[src/sv/dcq_pkg.sv]
`default_nettype none
package dcq_pkg;

  localparam int DEPTH_DEF = 16;
  localparam int DATA_W    = 32;

  typedef enum logic [1:0] {
    OPC_PUSH        = 2'd0,
    OPC_PUSH_UNIQUE = 2'd1,
    OPC_DRAIN       = 2'd2,
    OPC_CLEAR       = 2'd3
  } opcode_t;

  typedef enum logic [1:0] {
    KIND_ACK   = 2'd0,
    KIND_ENTRY = 2'd1,
    KIND_EMPTY = 2'd2
  } kind_t;

  typedef enum logic [2:0] {
    ST_IDLE,
    ST_PUSH,
    ST_SCAN,
    ST_DRAIN,
    ST_EMPTY,
    ST_CLEAR
  } state_t;

  typedef enum logic [2:0] {
    EMIT_NONE,
    EMIT_PUSH_ACK,
    EMIT_REFUSE,
    EMIT_CLEAR_ACK,
    EMIT_EMPTY,
    EMIT_ENTRY
  } emit_t;

  typedef struct packed {
    logic [DATA_W-1:0] op;
    logic [DATA_W-1:0] arg0;
    logic [DATA_W-1:0] arg1;
    logic [DATA_W-1:0] payload;
  } entry_t;

  typedef struct packed {
    logic  load;
    logic  idx_clr;
    logic  scan_en;
    emit_t emit;
  } ctrl_cmd_t;

  typedef struct packed {
    logic fill_zero;
    logic rd_vld;
    logic match;
    logic last;
  } ctrl_sts_t;

endpackage
`default_nettype wire

[src/sv/dcq_ctrl.sv]
`default_nettype none
module dcq_ctrl (
  input  wire logic             clk,
  input  wire logic             rst_n,
  input  wire logic             start,
  input  wire logic [1:0]       opcode,
  input  dcq_pkg::ctrl_sts_t    sts,
  output dcq_pkg::ctrl_cmd_t    cmd,
  output logic                  busy
);
  import dcq_pkg::*;

  state_t state_r;
  state_t state_nxt;

  always_ff @(posedge clk) begin
    if (!rst_n) begin
      state_r <= ST_IDLE;
    end else begin
      state_r <= state_nxt;
    end
  end

  always_comb begin
    state_nxt   = state_r;
    cmd.load    = 1'b0;
    cmd.idx_clr = 1'b0;
    cmd.scan_en = 1'b0;
    cmd.emit    = EMIT_NONE;
    busy        = (state_r != ST_IDLE);
    unique case (state_r)
      ST_IDLE: begin
        if (start) begin
          cmd.load    = 1'b1;
          cmd.idx_clr = 1'b1;
          unique case (opcode_t'(opcode))
            OPC_PUSH:        state_nxt = ST_PUSH;
            OPC_PUSH_UNIQUE: state_nxt = sts.fill_zero ? ST_PUSH : ST_SCAN;
            OPC_DRAIN:       state_nxt = sts.fill_zero ? ST_EMPTY : ST_DRAIN;
            OPC_CLEAR:       state_nxt = ST_CLEAR;
            default:         state_nxt = ST_IDLE;
          endcase
        end
      end
      ST_PUSH: begin
        cmd.emit  = EMIT_PUSH_ACK;
        state_nxt = ST_IDLE;
      end
      ST_SCAN: begin
        cmd.scan_en = 1'b1;
        // a hit anywhere refuses the request; otherwise push after the last entry
        priority if (sts.match) begin
          cmd.emit  = EMIT_REFUSE;
          state_nxt = ST_IDLE;
        end else if (sts.last) begin
          state_nxt = ST_PUSH;
        end else begin
          // hold while the next entry is read
          state_nxt = ST_SCAN;
        end
      end
      ST_DRAIN: begin
        cmd.scan_en = 1'b1;
        if (sts.rd_vld) begin
          cmd.emit = EMIT_ENTRY;
          if (sts.last) begin
            state_nxt = ST_IDLE;
          end
        end
      end
      ST_EMPTY: begin
        cmd.emit  = EMIT_EMPTY;
        state_nxt = ST_IDLE;
      end
      ST_CLEAR: begin
        cmd.emit  = EMIT_CLEAR_ACK;
        state_nxt = ST_IDLE;
      end
      default: begin
        state_nxt = ST_IDLE;
      end
    endcase
  end

endmodule
`default_nettype wire

[src/sv/dcq_datapath.sv]
`default_nettype none
module dcq_datapath #(
  parameter int DEPTH = dcq_pkg::DEPTH_DEF,
  parameter int CW    = $clog2(DEPTH + 1)
) (
  input  wire logic                      clk,
  input  wire logic                      rst_n,
  input  dcq_pkg::ctrl_cmd_t             cmd,
  output dcq_pkg::ctrl_sts_t             sts,
  input  wire logic [dcq_pkg::DATA_W-1:0] in_cmd_op,
  input  wire logic [dcq_pkg::DATA_W-1:0] in_cmd_arg0,
  input  wire logic [dcq_pkg::DATA_W-1:0] in_cmd_arg1,
  input  wire logic                      in_payload_present,
  input  wire logic [dcq_pkg::DATA_W-1:0] in_payload,
  output logic                           out_valid,
  output logic [1:0]                     out_result_kind,
  output logic                           out_accepted,
  output logic [dcq_pkg::DATA_W-1:0]     out_op,
  output logic [dcq_pkg::DATA_W-1:0]     out_arg0,
  output logic [dcq_pkg::DATA_W-1:0]     out_arg1,
  output logic [dcq_pkg::DATA_W-1:0]     out_payload,
  output logic [CW-1:0]                  out_entry_count,
  output logic                           out_last_of_run
);
  import dcq_pkg::*;

  localparam int AW = (DEPTH > 1) ? $clog2(DEPTH) : 1;

  entry_t          mem [DEPTH];
  entry_t          req_r;
  entry_t          rd_data_r;
  logic [CW-1:0]   fill_r;
  logic [CW-1:0]   idx_r;
  logic [CW-1:0]   rd_idx_r;
  logic            rd_vld_r;
  logic            full;
  logic            rd_en;

  logic            out_valid_r;
  kind_t           out_kind_r;
  logic            out_acc_r;
  entry_t          out_data_r;
  logic [CW-1:0]   out_count_r;
  logic            out_last_r;

  kind_t           out_kind_nxt;
  logic            out_acc_nxt;
  entry_t          out_data_nxt;
  logic [CW-1:0]   out_count_nxt;
  logic            out_last_nxt;

  assign full  = (fill_r == CW'(DEPTH));
  assign rd_en = cmd.scan_en && (idx_r < fill_r);

  assign sts.fill_zero = (fill_r == '0);
  assign sts.rd_vld    = rd_vld_r;
  assign sts.match     = rd_vld_r && (rd_data_r.op == req_r.op) &&
                         (rd_data_r.arg0 == req_r.arg0) && (rd_data_r.arg1 == req_r.arg1);
  assign sts.last      = rd_vld_r && (CW'(rd_idx_r + 1'b1) == fill_r);

  // latch the request; an absent payload is stored as zero
  always_ff @(posedge clk) begin
    if (cmd.load) begin
      req_r.op      <= in_cmd_op;
      req_r.arg0    <= in_cmd_arg0;
      req_r.arg1    <= in_cmd_arg1;
      req_r.payload <= in_payload_present ? in_payload : '0;
    end
  end

  always_ff @(posedge clk) begin
    if (cmd.emit == EMIT_PUSH_ACK && !full) begin
      mem[fill_r[AW-1:0]] <= req_r;
    end
    if (rd_en) begin
      rd_data_r <= mem[idx_r[AW-1:0]];
      rd_idx_r  <= idx_r;
    end
  end

  always_ff @(posedge clk) begin
    if (!rst_n) begin
      fill_r   <= '0;
      idx_r    <= '0;
      rd_vld_r <= 1'b0;
    end else begin
      rd_vld_r <= rd_en;
      if (cmd.idx_clr) begin
        idx_r <= '0;
      end else if (cmd.scan_en) begin
        idx_r <= CW'(idx_r + 1'b1);
      end
      if (cmd.emit == EMIT_PUSH_ACK && !full) begin
        fill_r <= CW'(fill_r + 1'b1);
      end else if (cmd.emit == EMIT_CLEAR_ACK ||
                   (cmd.emit == EMIT_ENTRY && sts.last)) begin
        fill_r <= '0;
      end
    end
  end

  always_ff @(posedge clk) begin
    if (!rst_n) begin
      out_valid_r <= 1'b0;
    end else begin
      out_valid_r <= (cmd.emit != EMIT_NONE);
    end
  end

  always_comb begin
    out_kind_nxt  = KIND_ACK;
    out_acc_nxt   = 1'b0;
    out_data_nxt  = '0;
    out_count_nxt = '0;
    out_last_nxt  = 1'b1;
    unique case (cmd.emit)
      EMIT_NONE: begin
      end
      EMIT_PUSH_ACK: begin
        out_acc_nxt   = !full;
        out_count_nxt = full ? fill_r : CW'(fill_r + 1'b1);
      end
      EMIT_REFUSE: begin
        out_count_nxt = fill_r;
      end
      EMIT_CLEAR_ACK: begin
      end
      EMIT_EMPTY: begin
        out_kind_nxt = KIND_EMPTY;
      end
      EMIT_ENTRY: begin
        out_kind_nxt = KIND_ENTRY;
        out_data_nxt = rd_data_r;
        out_last_nxt = sts.last;
      end
      default: begin
      end
    endcase
  end

  always_ff @(posedge clk) begin
    out_kind_r  <= out_kind_nxt;
    out_acc_r   <= out_acc_nxt;
    out_data_r  <= out_data_nxt;
    out_count_r <= out_count_nxt;
    out_last_r  <= out_last_nxt;
  end

  assign out_valid       = out_valid_r;
  assign out_result_kind = out_kind_r;
  assign out_accepted    = out_acc_r;
  assign out_op          = out_data_r.op;
  assign out_arg0        = out_data_r.arg0;
  assign out_arg1        = out_data_r.arg1;
  assign out_payload     = out_data_r.payload;
  assign out_entry_count = out_count_r;
  assign out_last_of_run = out_last_r;

endmodule
`default_nettype wire

[src/sv/dedup_command_queue_core.sv]
`default_nettype none
// channel   | handshake            | fields
// ----------+----------------------+--------------------------------------------------
// request   | start / busy         | in_opcode, in_cmd_op, in_cmd_arg0, in_cmd_arg1,
//           |                      | in_payload_present, in_payload
// result    | out_valid (1 cycle)  | out_result_kind, out_accepted, out_op, out_arg0,
//           |                      | out_arg1, out_payload, out_entry_count,
//           |                      | out_last_of_run
//
// A request is taken when start is high and busy low; each result is registered
// and shows the cycle after the controller issues it. Push, clear and any request
// on an empty queue issue their result and go back to idle; push if not queued
// reads one stored entry a cycle from the single read port, and a hit on an entry
// ends it with a refusal; drain emits one entry a cycle.
// Reset is synchronous and empties the queue; entry storage is not cleared.
// Results are strobed for one cycle and cannot be stalled.
module dedup_command_queue_core #(
  parameter int DEPTH = dcq_pkg::DEPTH_DEF
) (
  input  wire logic                          clk,
  input  wire logic                          rst_n,
  input  wire logic                          start,
  output logic                               busy,
  input  wire logic [1:0]                    in_opcode,
  input  wire logic [dcq_pkg::DATA_W-1:0]    in_cmd_op,
  input  wire logic [dcq_pkg::DATA_W-1:0]    in_cmd_arg0,
  input  wire logic [dcq_pkg::DATA_W-1:0]    in_cmd_arg1,
  input  wire logic                          in_payload_present,
  input  wire logic [dcq_pkg::DATA_W-1:0]    in_payload,
  output logic                               out_valid,
  output logic [1:0]                         out_result_kind,
  output logic                               out_accepted,
  output logic [dcq_pkg::DATA_W-1:0]         out_op,
  output logic [dcq_pkg::DATA_W-1:0]         out_arg0,
  output logic [dcq_pkg::DATA_W-1:0]         out_arg1,
  output logic [dcq_pkg::DATA_W-1:0]         out_payload,
  output logic [$clog2(DEPTH+1)-1:0]         out_entry_count,
  output logic                               out_last_of_run
);
  import dcq_pkg::*;

  localparam int CW = $clog2(DEPTH + 1);

  ctrl_cmd_t cmd;
  ctrl_sts_t sts;

  dcq_ctrl u_ctrl (
    .clk    (clk),
    .rst_n  (rst_n),
    .start  (start),
    .opcode (in_opcode),
    .sts    (sts),
    .cmd    (cmd),
    .busy   (busy)
  );

  dcq_datapath #(
    .DEPTH (DEPTH),
    .CW    (CW)
  ) u_datapath (
    .clk                (clk),
    .rst_n              (rst_n),
    .cmd                (cmd),
    .sts                (sts),
    .in_cmd_op          (in_cmd_op),
    .in_cmd_arg0        (in_cmd_arg0),
    .in_cmd_arg1        (in_cmd_arg1),
    .in_payload_present (in_payload_present),
    .in_payload         (in_payload),
    .out_valid          (out_valid),
    .out_result_kind    (out_result_kind),
    .out_accepted       (out_accepted),
    .out_op             (out_op),
    .out_arg0           (out_arg0),
    .out_arg1           (out_arg1),
    .out_payload        (out_payload),
    .out_entry_count    (out_entry_count),
    .out_last_of_run    (out_last_of_run)
  );

endmodule
`default_nettype wire

[config.mk]
export PLATFORM = sky130hd
export DESIGN_NAME = dedup_command_queue_core
export DESIGN_NICKNAME = d
export VERILOG_FILES = /design/src/sv/dcq_pkg.sv /design/src/sv/dcq_ctrl.sv /design/src/sv/dcq_datapath.sv /design/src/sv/dedup_command_queue_core.sv
export SDC_FILE = /design/constraint.sdc
export NUM_CORES = 2
export LEC_CHECK = 0
export ABC_AREA = 1
export BUFFER_PORTS_ARGS = -buffer_cell sky130_fd_sc_hd__buf_2
export CORE_MARGIN = 2
export CORE_UTILIZATION = 55
export CTS_CLUSTER_SIZE = 24
export DETAILED_ROUTE_END_ITERATION = 16
export PLACE_DENSITY = 0.83
export SYNTH_ARGS = -nofsm -noshare
export SYNTH_HDL_FRONTEND = slang
export SYNTH_HIERARCHICAL = 1
export SYNTH_SLANG_ARGS = --single-unit
[constraint.sdc]
create_clock -name clk -period 14.5 [get_ports clk]
set_input_delay 0.725 -clock clk [delete_from_list [all_inputs] [get_ports clk]]
set_output_delay 0.725 -clock clk [all_outputs]
set_load 0.02 [all_outputs]
Word-level counts from Yosys, hierarchy flattened
Memory sizes are Yosys's and may differ from the RTL's. A register that Yosys moved wholly into a read port is not among the register bits.
Index checks and enable logic that the tools add are counted.

word-level totals
  register bits after elaboration = 285
  latch bits = 0
  RAM bits = 2,048
  ROM bits = 0
  logic and storage cells = 85
  memories = 1

memories
  memory          depth  bits a word  rd ports  clocked after Yosys merged registers in  write ports  RTL line            source
  u_datapath.mem  16     128          1         1                                        1            dcq_datapath.sv:29  entry_t mem [DEPTH];

cells by class
  $add $sub $neg = 3
  multiply operators = 0
  div/mod/pow operators = 0
  $lt $le $gt $ge = 1
  equality and inequality tests = 21
  shift operators = 0
  multiplexer cells = 22
  bitwise gates (word level) = 1
  reduce and logical (&&, ||, !) cells = 18

operator list
  kind                   count
  $eq A32 B32 Y1         3
  $add A5 B1 Y5 const B  3
  $mux W3                5
  $mux W5                3
  $pmux W3 S5            1
  $eq A3 B2 Y1 const B   4
  $eq A3 B3 Y1 const B   4
  $mux W2                6
  $pmux W3 S4            1
  $pmux W5 S2            1
  $pmux W3 S3            1
  $logic_and A1 B1 Y1    7
  $eq A3 B1 Y1 const B   2
  $reduce_bool A3 Y1     2
  $eq A5 B5 Y1           1
  $eq A5 B5 Y1 const B   1
  $logic_not A5 Y1       1
  $lt A5 B5 Y1           1
  $eq A2 B2 Y1 const B   2
  $ne A2 B1 Y1 const B   2
  $pmux W2 S2            1
  $reduce_or A2 Y1       2
  $logic_not A3 Y1       1
  $mux W1                3
  other kinds (8)        8

Depth between registers and ports, before layout
  word-level depth = 11
  mapped depth = 17

Modules after synthesis
The synthesis kept the hierarchy.

modules (own cells, without submodules)
  module        times used  cells an instance  area each (sq um)  sequential area each (sq um)
  dcq_datapath  1           6,813              93,080.5           72,319.4
  dcq_ctrl      1           51                 299.0              60.1

Worst setup path after synthesis
OpenSTA, ideal clock, no wires.

  path type = register to register
  start = reg u_datapath/req_r[60] (netlist name)
  end = mem u_datapath/mem[3][0] (netlist name), enable pin
  library setup time = 773 ps
  arrival = 10,531 ps
  slack = 3,196 ps
  stages on the path, launching flop included = 13
  path buffers = 0
  cell sequence = edfxtp_1 or2_2 nand3_1 nor2_1 nand2_1 nor2_1 nand3_1 nor2_1 inv_1 o22ai_1 nor3_1 nand2_1 nor3_1

RTL lines
  what                RTL line            source
  start: declaration  dcq_datapath.sv:30  entry_t req_r;
  end: declaration    dcq_datapath.sv:29

==> results summary <==
The worst setup path is of the register to register kind. In this run the cell area of the synthesized design comes to 93,400 sq um. The worst register-to-register path begins at u_datapath/req_r[68]. The tree is rooted in a sky130_fd_sc_hd__clkbuf_16. The share of cells above drive strength 1 came out at 10.3%.

The global routing usage summed across all routing layers came out at 29.5%. The source of the critical timing path is u_datapath/req_r[68]. The number of antenna violations at the first check in global routing came to 25. The fraction of registers with async set/reset is 0%. Of the total power, registers draw 55.4%. The synthesized netlist cell count is 6,864. The worst register-to-register path ends at u_datapath/mem[9][3]. The reported net switching power came out at 3.28 mW. STA classifies the critical path endpoint as a register. The first routing iteration left 11.1k violations. The flow ran to the end, and the final reports show no timing, DRC or antenna violations.

Based on the critical path, the design can be clocked at up to 146 MHz. The design internal power is 11.6 mW. Sorting the synthesized cells by area gives the leading types as sky130_fd_sc_hd__edfxtp_1, sky130_fd_sc_hd__o21ai_0, sky130_fd_sc_hd__nor2_1, sky130_fd_sc_hd__dfxtp_1, sky130_fd_sc_hd__o22ai_1.

The largest net degree at the start of global routing is 201. The total number of clock tree sinks came out at 2,461. The transition time at the pin with the least slew margin is 1230 ps.

The share of synthesized area in the top cell type comes to 74.3%. The timing endpoint of the critical path is u_datapath/mem[9][3]. The area of the die is 173,000 sq um. The final route contains 61.4k vias. Counting the buffers created by CTS gives 225. The number of standard-cell rows in the floorplan came out at 151.

The final wirelength came out at 261,000 um. For flop-to-flop paths, the worst setup slack is 7640 ps. After clock tree synthesis, the clock-pin slew on the worst setup and hold paths is 60 ps. The max-slew violation total from the final report is 0. During I/O placement, the number of pins put on the boundary was 273. During placement, the flow inserted port buffers numbering 272.

The switching power as a share of total power is 22.1%. The starting density of the core is 55.2%. The height of the chip is 416 um. The area of the core is 169,000 sq um. The total overflow left after global routing is 0.

A synthesized cell averages 13.6 sq um. The via count of the first global-routing pass is 59.5k. The number of cells on the worst reg-to-reg path came out at 16. For this design, the CTS-stage hold fixing added 28 buffers. For this run, the number of standard cells in the final layout without fillers is 9,452. The synthesized design contains 2,461 register bits. At the later pin of the worst-skew pair, clock insertion delay measures 890 ps.

The half-perimeter wire length after placement came out at 132,000 um. Counting along the longest clock path gives a buffer depth of 3. Overall power consumption after layout is estimated at 14.9 mW. The net count of the mapped netlist is 7,008. For this run, the detailed router's first-pass iteration total came to 7. The worst slew margin relative to its limit came out at 18.1%.

Setup repair after global routing left no endpoint under its margin. In this run, post-CTS repair resized a total of 0 instances. The fraction of power consumed by the clock network came out at 40.6%. The worst setup path is launched from a register. In the routed design, unresolved DRC markers number 0.

The first-pass GRT wire length is 379,000 um. Counting distinct cell types in the post-synthesis netlist gives 40. The number of buffers inserted to repair setup after CTS came out at 0. The tool flagged a number of max-cap violations equal to 0.

The net total in the final layout came out at 7,165. The proportion of synthesized chip area in sequential cells is 77.5%. For the worst setup path, the data arrival time is 7330 ps. The most used flip-flop cell after synthesis is sky130_fd_sc_hd__edfxtp_1. The TritonCTS clock tree is done. The area overhead of the layout relative to synthesis is 11.7%. The library cell occupying the most area in the post-synthesis netlist is sky130_fd_sc_hd__edfxtp_1. The smallest clock period supported by the final layout is computed as 6860 ps. The congestion estimate from routability-driven global placement came to 0.849.

The worst clock skew came out at 47.8 ps. The number of synthesis warnings came out at 6. The critical path data required time is 14,960 ps. The H-tree depth came out at 4.

In this run, the combinational gates consume 4.0% of the power. The filler cells instantiated in the layout total 11.3k. The placed cell count came out at 8,984. After layout, the worst path uses 47.3% of the clock period. The fraction of the core area covered by cells at the end of the flow came out at 61.7%. The static power due to leakage is 35.6 nW. Along the worst path, the maximum fanout reaches 55. IR analysis of the VDD net gives a maximum drop of 0.145 mV.

Summed over all failing endpoints, the final setup total negative slack is 0 ps. The power per cell area is 143 nW/um^2. The path class of the lowest-slack min-delay path is primary input to register. The number of hold-slack violations in the final timing report came out at 0. The chip width came out at 416 um.

The routed length per instance came out at 27.6 um. After detailed routing, the number of vias per cell comes to 6.49. The number of setup violations in the final report is 0.

In this run the remaining antenna-violating nets after routing total 0. Yosys mapped a number of flops with a built-in enable equal to 2,309.
flip-flops by register name, indices dropped and copies added (netlist names), 32 cells and up:
register / cells
u_datapath/out_arg1: 32
u_datapath/rd_data_r: 128
u_datapath/mem: 2048
u_datapath/out_payload: 32
u_datapath/out_op: 32
u_datapath/out_arg0: 32
u_datapath/req_r: 128
cells in the final DEF, fill, tap and decap left out, types with 57 or more instances in the layout:
cell type	n
sky130_fd_sc_hd__edfxtp_1	2309
sky130_fd_sc_hd__o211ai_1	82
sky130_fd_sc_hd__inv_1	223
sky130_fd_sc_hd__clkbuf_1	57
sky130_fd_sc_hd__nand3_1	79
sky130_fd_sc_hd__nand2_1	381
sky130_fd_sc_hd__nor2_1	1308
sky130_fd_sc_hd__o221ai_1	186
sky130_fd_sc_hd__clkbuf_16	227
sky130_fd_sc_hd__o21ai_1	123
sky130_fd_sc_hd__o21ai_0	1137
sky130_fd_sc_hd__dfxtp_1	148
sky130_fd_sc_hd__o22ai_1	315
sky130_fd_sc_hd__buf_4	60
sky130_fd_sc_hd__buf_2	272
worst max-delay path, cell delays in order, from the launching register on:
cell                       delay [ps]
sky130_fd_sc_hd__edfxtp_1         670
sky130_fd_sc_hd__xnor2_1          310
sky130_fd_sc_hd__nand3_1          270
sky130_fd_sc_hd__nor2_1            60
sky130_fd_sc_hd__nand2_1          210
sky130_fd_sc_hd__nor2_1            80
sky130_fd_sc_hd__nand3_1          120
sky130_fd_sc_hd__nor2_1           150
sky130_fd_sc_hd__inv_1            120
sky130_fd_sc_hd__o22ai_1          150
sky130_fd_sc_hd__nor3_1           350
sky130_fd_sc_hd__nand2_1          410
sky130_fd_sc_hd__inv_1            330
sky130_fd_sc_hd__nand2_1          310
sky130_fd_sc_hd__nor2_4           740
sky130_fd_sc_hd__buf_4           1040
sky130_fd_sc_hd__buf_4            990
synth_stat cells (2+ instances only):
cell / number
sky130_fd_sc_hd__nand4_1: 7
sky130_fd_sc_hd__nand3_1: 79
sky130_fd_sc_hd__nor4_1: 2
sky130_fd_sc_hd__a31oi_1: 2
sky130_fd_sc_hd__edfxtp_1: 2309
sky130_fd_sc_hd__buf_1: 4
sky130_fd_sc_hd__o21ai_0: 1137
sky130_fd_sc_hd__or2_2: 4
sky130_fd_sc_hd__o221ai_1: 186
sky130_fd_sc_hd__inv_2: 4
sky130_fd_sc_hd__nor2_1: 1320
sky130_fd_sc_hd__a21oi_1: 15
sky130_fd_sc_hd__o21ai_1: 123
sky130_fd_sc_hd__inv_1: 225
sky130_fd_sc_hd__nand2_1: 381
sky130_fd_sc_hd__buf_4: 35
sky130_fd_sc_hd__o22ai_1: 315
sky130_fd_sc_hd__buf_6: 10
sky130_fd_sc_hd__o211ai_1: 82
sky130_fd_sc_hd__xnor2_1: 27
sky130_fd_sc_hd__ha_1: 10
sky130_fd_sc_hd__buf_2: 128
sky130_fd_sc_hd__dfxtp_1: 152
sky130_fd_sc_hd__clkbuf_1: 268
sky130_fd_sc_hd__o31ai_1: 2
sky130_fd_sc_hd__nor3_1: 13
sky130_fd_sc_hd__nand2_2: 3
sky130_fd_sc_hd__xor2_1: 9
stage by stage:
step	hold slack, ps	instance area [sq um]	worst slack, ps
after floorplan	429	93400	3200
after global placement	465	96400	8110
after detailed placement	450	96400	7950
after CTS	0.402	104000	7860
after global routing	20.3	104000	7350
final	34.6	104000	7640
power groups by stage:
stage / Combinational, mW / Sequential [mW] / Clock, mW
2_1_floorplan: 0.336 / 8.32 / 0
3_3_place_gp: 0.547 / 8.36 / 0
3_5_place_dp: 0.566 / 8.38 / 0
4_1_cts: 0.586 / 8.23 / 6.05
5_1_grt: 0.637 / 8.25 / 6.32
6_report: 0.601 / 8.24 / 6.03
per-layer routing:
layer	up-vias	share of wire, %	GRT usage (%)
met5	-	0.022	0
met4	10	6.6	18.1
met3	963	14	6.65
met2	5329	46	45.5
met1	29500	34	38.5
li1	25600	-	-
worst min path at each step:
stage,start,end,slack (ps),depth (start not counted)
3_5_place_dp,u_datapath/rd_data_r[31],u_datapath/out_payload[31],450,2
5_1_grt,in_cmd_arg0[4],u_datapath/req_r[68],20,1
6_report,in_cmd_arg0[4],u_datapath/req_r[68],30,1
3_3_place_gp,u_datapath/rd_data_r[17],u_datapath/out_payload[17],460,2
2_1_floorplan,u_datapath/idx_r[3],u_datapath/rd_idx_r[3],430,0
4_1_cts,in_cmd_arg0[4],u_datapath/req_r[68],0.4,1
area by class of cell:
class	count	area, sq um	share of cell area [%]
tap	2218	2780	2.66
inverter	231	906	0.869
antenna	10	25.0	0.0240
multi-input combinational	3726	18200	17.5
sequential	2461	72400	69.4
clock buffer	310	6250	5.99
clock inverter	120	1320	1.27
timing repair buffer	376	2410	2.31
logic make-up after synthesis:
logic type / Yosys count / synth area share (%)
flops: 2461 / 77.5
compound gates: 1864 / 11.4
simple gates: 1816 / 7.51
buf+inv: 677 / 3.12
xor+xnor: 36 / 0.338
fa+ha+maj: 10 / 0.134
No activity file was read; power rests on OpenSTA's default activity.
